## config.mk

```make
export PLATFORM = sky130hd
export DESIGN_NAME = crle_cubic_lane
export DESIGN_NICKNAME = d
export VERILOG_FILES = /design/src/hw/rtl/crle_pkg.sv /design/src/hw/rtl/crle_cubic_lane.sv
export SDC_FILE = /design/constraint.sdc
export NUM_CORES = 2
export LEC_CHECK = 0
export ABC_AREA = 1
export BUFFER_PORTS_ARGS = -buffer_cell sky130_fd_sc_hd__buf_2
export CAP_MARGIN = 20
export CORE_MARGIN = 10
export CORE_UTILIZATION = 45
export DETAILED_ROUTE_END_ITERATION = 8
export GPL_ROUTABILITY_DRIVEN = 0
export SYNTH_ARGS = -nofsm -noshare
export SYNTH_HDL_FRONTEND = slang
export SYNTH_SLANG_ARGS = --single-unit
```

## constraint.sdc

```tcl
create_clock -name aclk -period 7.65 [get_ports aclk]
set_input_delay 0.3825 -clock aclk [delete_from_list [all_inputs] [get_ports aclk]]
set_output_delay 0.3825 -clock aclk [all_outputs]
set_load 0.005 [all_outputs]
```

## src/hw/rtl/crle_pkg.sv

```systemverilog
// Shared types and constants for the Catmull-Rom lattice evaluator.
// No dependencies; imported by every RTL module of the block.
package crle_pkg;

    localparam int CW       = 32;       // control point coordinate width
    localparam int WW       = 48;       // wide intermediate width
    localparam int AW       = 8;        // grid address width
    localparam int GRID_DEPTH = 256;
    localparam int TW       = 17;       // Q1.16 parameter width
    localparam int DW       = 4;        // division register width
    localparam int MW       = 3 * CW;   // one grid entry holds x, y and z

    localparam logic [TW-1:0] ONE_Q16 = 17'd65536;

    // Configuration register indexes.
    localparam logic [1:0] REG_DIV_ACROSS = 2'd0;
    localparam logic [1:0] REG_DIV_DOWN   = 2'd1;

    // Input actions.
    localparam logic ACT_LOAD = 1'b0;
    localparam logic ACT_EVAL = 1'b1;

    typedef struct packed {
        logic start;
        logic linear;
        logic refl0;
        logic refl3;
    } lane_ctl_t;

endpackage

```

## src/hw/rtl/crle_cubic_lane.sv

```systemverilog
// One coordinate lane: Catmull-Rom or linear interpolation by Horner steps,
// one multiply by t per cycle. Depends on crle_pkg.
module crle_cubic_lane
    import crle_pkg::*;
(
    input  logic                 aclk,
    input  logic                 aresetn,
    input  lane_ctl_t            ctl,
    input  logic        [TW-1:0] t,
    input  logic signed [WW-1:0] p0,
    input  logic signed [WW-1:0] p1,
    input  logic signed [WW-1:0] p2,
    input  logic signed [WW-1:0] p3,
    output logic signed [WW-1:0] result,
    output logic                 done
);

    logic        [1:0]    cnt_reg, cnt_next;
    logic                 run_reg, run_next;
    logic                 done_reg, done_next;
    logic                 halve_reg, halve_next;
    logic signed [WW-1:0] h_reg, h_next;
    logic signed [WW-1:0] ca_reg, ca_next;
    logic signed [WW-1:0] cb_reg, cb_next;
    logic signed [WW-1:0] cc_reg, cc_next;
    logic signed [WW-1:0] p0e, p3e, coef, mulq, hp1;
    logic signed [WW+TW:0] prod;

    always_comb begin
        p0e = ctl.refl0 ? (p1 <<< 1) - p2 : p0;
        p3e = ctl.refl3 ? (p2 <<< 1) - p1 : p3;
        case (cnt_reg)
            2'd3:    coef = cc_reg;
            2'd2:    coef = cb_reg;
            default: coef = ca_reg;
        endcase
        // h * t / 65536 rounded to nearest, ties upward.
        prod = h_reg * $signed({1'b0, t}) + $signed((WW+TW+1)'(32768));
        mulq = WW'(prod >>> 16);
        hp1  = h_reg + WW'(1);
        result = halve_reg ? (hp1 >>> 1) : h_reg;

        cnt_next   = cnt_reg;
        run_next   = run_reg;
        done_next  = 1'b0;
        halve_next = halve_reg;
        h_next     = h_reg;
        ca_next    = ca_reg;
        cb_next    = cb_reg;
        cc_next    = cc_reg;
        if (ctl.start) begin
            run_next = 1'b1;
            if (ctl.linear) begin
                h_next     = p2 - p1;
                ca_next    = p1;
                cnt_next   = 2'd1;
                halve_next = 1'b0;
            end else begin
                h_next     = (p1 <<< 1) + p1 - (p2 <<< 1) - p2 + p3e - p0e;
                cc_next    = (p0e <<< 1) - (p1 <<< 2) - p1 + (p2 <<< 2) - p3e;
                cb_next    = p2 - p0e;
                ca_next    = p1 <<< 1;
                cnt_next   = 2'd3;
                halve_next = 1'b1;
            end
        end else if (run_reg) begin
            h_next   = coef + mulq;
            cnt_next = cnt_reg - 2'd1;
            if (cnt_reg == 2'd1) begin
                run_next  = 1'b0;
                done_next = 1'b1;
            end
        end
    end

    always_ff @(posedge aclk) begin
        if (!aresetn) begin
            cnt_reg  <= 2'd0;
            run_reg  <= 1'b0;
            done_reg <= 1'b0;
        end else begin
            cnt_reg  <= cnt_next;
            run_reg  <= run_next;
            done_reg <= done_next;
        end
        halve_reg <= halve_next;
        h_reg     <= h_next;
        ca_reg    <= ca_next;
        cb_reg    <= cb_next;
        cc_reg    <= cc_next;
    end

    assign done = done_reg;

endmodule

```

* After elaboration in Yosys (flattened, before gate mapping)
Cells that the tools add are included.
** Word-level totals
- Word-level logic and storage cells :: 52
- Bits in registers :: 197
** Cells by class
- Reductions and logical operators :: 3
- Bitwise operators :: 3
- $add $sub $neg :: 17
- Muxes and demuxes :: 16
- Multiply operators :: 1
- Equal/unequal tests :: 3
** Operators by type and width (count)
- $sub 48x48->48 :: 10
- $mux 48 :: 7
- $add 48x48->48 :: 4
- $pmux 48 s2 :: 1
- $add 64x17->64 const B :: 1
- $mul 48x18->64 :: 1
- $add 48x2->48 const B :: 1
- $mux 2 :: 3
- $mux 1 :: 5
- $eq 2x2->1 const B :: 2
- $not 1->1 :: 3
- $reduce_or 3->1 :: 1
- $eq 2x1->1 const B :: 1
- $reduce_and 2->1 :: 1
- $reduce_bool 2->1 :: 1
- $sub 2x1->2 const B :: 1

* Logic depth before layout (Yosys ltp)
- Depth after elaboration :: 7
- Depth in mapped cells :: 44
- Depth with buffers taken out :: 42

* Least setup slack after synthesis
Ideal clock, no wire load.
- Kind :: register to register
- Start point :: register h_reg[7]
- End point :: register h_reg[46] (data pin)
- Setup time :: 0.253 ns
- Path buffers :: 2
- Data arrival time :: 7.471 ns
- Data required time :: 7.397 ns
- Setup slack :: -0.074 ns
- Stages on the path, launching flop included :: 36
- Cells stage by stage :: edfxtp_1 -> clkbuf_1 -> buf_1 -> nand2_1 -> fa_1 -> inv_1 -> fa_1 -> inv_1 -> fa_1 -> inv_1 -> fa_1 -> fa_1 -> inv_1 -> fa_1 -> inv_1 -> ha_1 -> a21o_1 -> a31oi_1 -> a21boi_1 -> o21ai_0 -> a21boi_1 -> o21ai_0 -> xor2_1 -> ha_1 -> a21oi_1 -> o21ai_0 -> a21oi_1 -> a21boi_0 -> o21ai_0 -> a21oi_1 -> inv_1 -> nand2_1 -> nand2_1 -> xor2_1 -> nand2_1 -> nand2_1
** On the way
- Longest elaborated chain between the ends :: 5
** Ends and longest elaborated chain
- start: declaration :: line crle_cubic_lane.sv:22 : logic signed [WW-1:0] h_reg, h_next;
- start signal: assignment :: line crle_cubic_lane.sv:87 : h_reg <= h_next;
- $mul 48x18->64 :: line crle_cubic_lane.sv:38 : prod = h_reg * $signed({1'b0, t}) + $signed((WW+TW+1)'(32768));
- $add 64x17->64 :: line crle_cubic_lane.sv:38
- $add 48x48->48 :: line crle_cubic_lane.sv:67 : h_next = coef + mulq;
- $mux 48 :: line crle_cubic_lane.sv:66 : end else if (run_reg) begin
- $mux 48 :: line crle_cubic_lane.sv:51 : if (ctl.start) begin
- via h_next[46] :: line crle_cubic_lane.sv:22
The timed path passes the listed nets, and every way through them passes these cells. The select of a mux whose other input is x is not followed.
A chain may end at the register's enable or synchronous reset.

* Final worst setup path
- Start point :: register h_reg[12]
- End point :: register h_reg[42] (data pin)
The elaborated chain is that of the path after synthesis.

==> impl_metrics.toml <==
[critical_path]
cp-end-kind = "flop"
path_common_cell = "inv_1"
cp-start-kind = "flop"
worst_path_largest_cell_delay_ns = 0.53
required_ns = 7.88
reg2regPathDepth = 39
cp_max_fo = 12
arrival_ns = 8.00
criticalPathCategory = "flop to flop"
critical-path-slowest-cell = "fa_2"

[route]
route.vias.total = 66900
totalWireLength_um = 257000
via_per_inst = 5.38
ant_nets = 0
wl_per_cell_um = 20.7
drc_errors = 0
dr.first_iter.drc_count = 6730
drtPass1Iterations = 9

[cts]
hold_buffers = 0
clk_path_buf_depth = 2
worstSkewPairLatency_ns = 0.50
htreeDepth = 4
cts_root_buf = "clkbuf_16"
path_clk_slew_ns = 0.12
cts.sinks = 197
cts_tree = "built"
cts_buffers = 17

[timing]
finalHoldViolCount = 0
worstMarginPinSlew_ns = 1.09
finalCritPeriodShare = 1.02
fin_tns_setup_ns = -0.736
slew_headroom = 0.267
setup_slack_ns = -0.127
fmax_ghz = 0.129
drv_slew = 0
period_needed_ns = 7.78
finClkSkew_ns = 0.0321
rsz0062_at_grt = "yes"
setup_viol = 14

[cells_and_area]
fillers = 14400
area_growth_pct = 20.1
layout-drive-gt1-share = 0.164
nNetsFinal = 12200
multi_input_area_um2 = 54000
finalNonFillerCells = 12400
seqCellArea_um2 = 5880

[yosys]
yosysSeqAreaShare = 0.0865
synth.distinct_cells = 70
syn_nets = 11300
syn_inst = 9468
async_flop_share = 0
yosys_warnings = 0
synthTopCellsByCount = "2,494 x inv_1, 2,186 x nand2_1, 1,074 x fa_1"
synth_edf_count = 193
ys.flop_type = "edfxtp_1"
synth_area_um2 = 67900
synth_top_area_share = 0.317
syn_area_per_cell_um2 = 7.17
synthTopCellsByArea = "fa_1 32%, inv_1 14%, nand2_1 12%"
yosysMostFrequentCell = "inv_1"
synth_seq_cells = 197
yosysTopAreaCell = "fa_1"

[global_routing]
grt_antenna_before_repair = 6
grt_pass1_wl_um = 393000
grt_max_degree = 73
overflow = 0
grt_pass1_vias = 68600
grt_usage = 0.300

[die]
fp.dieW_um = 408
core_um2 = 150000
start_util = 0.453
num_rows = 142
die_area_um2 = 167000
io_pins = 264
die_height_um = 408

[worst_hold_path]
hold_depth = 3
worstHoldPathType = "input pin to flop"

[place]
post-dp-hpwl_um = 221000
io_buffers = 263
dpl.cell_count = 12300

[run]
cap_violations = 0

[status]
violations = "negative setup slack"
status = "complete, but fails checks"
[timing repair]
| item | 4_1_cts | 5_1_grt |
|---|---|---|
| resized for setup | 287 | 327 |
| pin swaps | 130 | 165 |
| setup buffers | 50 | 44 |
| gates cloned | 2 | 0 |
| endpoints found under the setup margin | 35 | 35 |
[placed cells by master (no fill, tap or decap), types with 42 or more instances in the layout]
cell      Yosys  final
ha_1        524    474
xor2_1      194    177
buf_6         0     54
o21a_1       44     43
xnor2_1     127    122
buf_2         4    262
a21oi_1     593    517
buf_12        0     52
a31oi_1     105     91
a21oi_2       6     69
nand4_1      42     42
fa_1       1074   1046
nor3_1       59     54
nand2_2       2     67
nand3_1     259    246
edfxtp_1    193    193
o21ai_1      34     63
nor2_1      540    489
ha_4          0     45
buf_4         1    813
inv_1      2494   2456
nand2_1    2186   2111
o21ai_0     409    355
[path summary, 6_finish.rpt]
kind	startpoint	end	slack, ns
min reg2reg	run_reg	done	0.48
min	aresetn	run_reg	0.14
max	h_reg[12]	h_reg[42]	-0.13
max reg2reg	h_reg[12]	h_reg[42]	-0.13
[layer usage]
layer | global-route usage | wire [um] | vias up | share of wire
li1 | - | - | 30600 | -
met1 | 0.386 | 103000 | 32300 | 0.40
met2 | 0.501 | 119000 | 3267 | 0.46
met3 | 0.0346 | 19100 | 728 | 0.074
met4 | 0.144 | 15800 | 4 | 0.061
met5 | 0 | 27 | - | 0.00010
[area by class of cell]
cell class,instances,share of cell area
multi-input cells,6514,0.662
inverters,2500,0.115
repair buffers,1185,0.112
flip-flops and latches,197,0.0720
well taps,2016,0.0309
clock buffers,17,0.00522
clock inverters,15,0.00253
diodes,1,0.0000307
[stage by stage]
| step | setup slack [ns] | cell area, um2 | utilization | hold slack, ns |
|---|---|---|---|---|
| finish | -0.127 | 81600 | 0.544 | 0.136 |
| global route | -0.436 | 81500 | 0.544 | 0.140 |
| CTS | -0.0543 | 79900 | 0.533 | 0.115 |
| detailed placement | -0.734 | 77600 | 0.518 | 0.484 |
| global placement | -0.689 | 77600 | 0.518 | 0.478 |
| floorplan | 0.0185 | 67900 | - | 0.451 |
[logic make-up (layout without fill, tap and decap cells)]
family | after synthesis | count (layout) | share of synthesized area
other | 0 | 1 | 0
XOR/XNOR | 321 | 321 | 0.0414
AND/OR/NAND/NOR | 3209 | 3209 | 0.191
multiplexers | 24 | 24 | 0.00354
adder cells (fa/ha/maj) | 1598 | 1598 | 0.413
buffers and inverters | 2757 | 3717 | 0.153
flip-flops | 197 | 197 | 0.0865
AO/OA/AOI/OAI | 1362 | 1362 | 0.112
[worst max-delay path: cells and delay by family, from the launching register on]
kind / cells / cell delay (ns)
xor gates and xnor gates: 2 / 0.34
DFF: 1 / 0.44
and+or+nand+nor: 9 / 0.84
AOI/OAI and AO/OA: 6 / 0.98
adders and majority gates: 8 / 3.41
buffers and inverters: 14 / 1.50
Power is not shown: default switching activity piles up to over one toggle a cycle in this logic, so the estimate is an artifact.
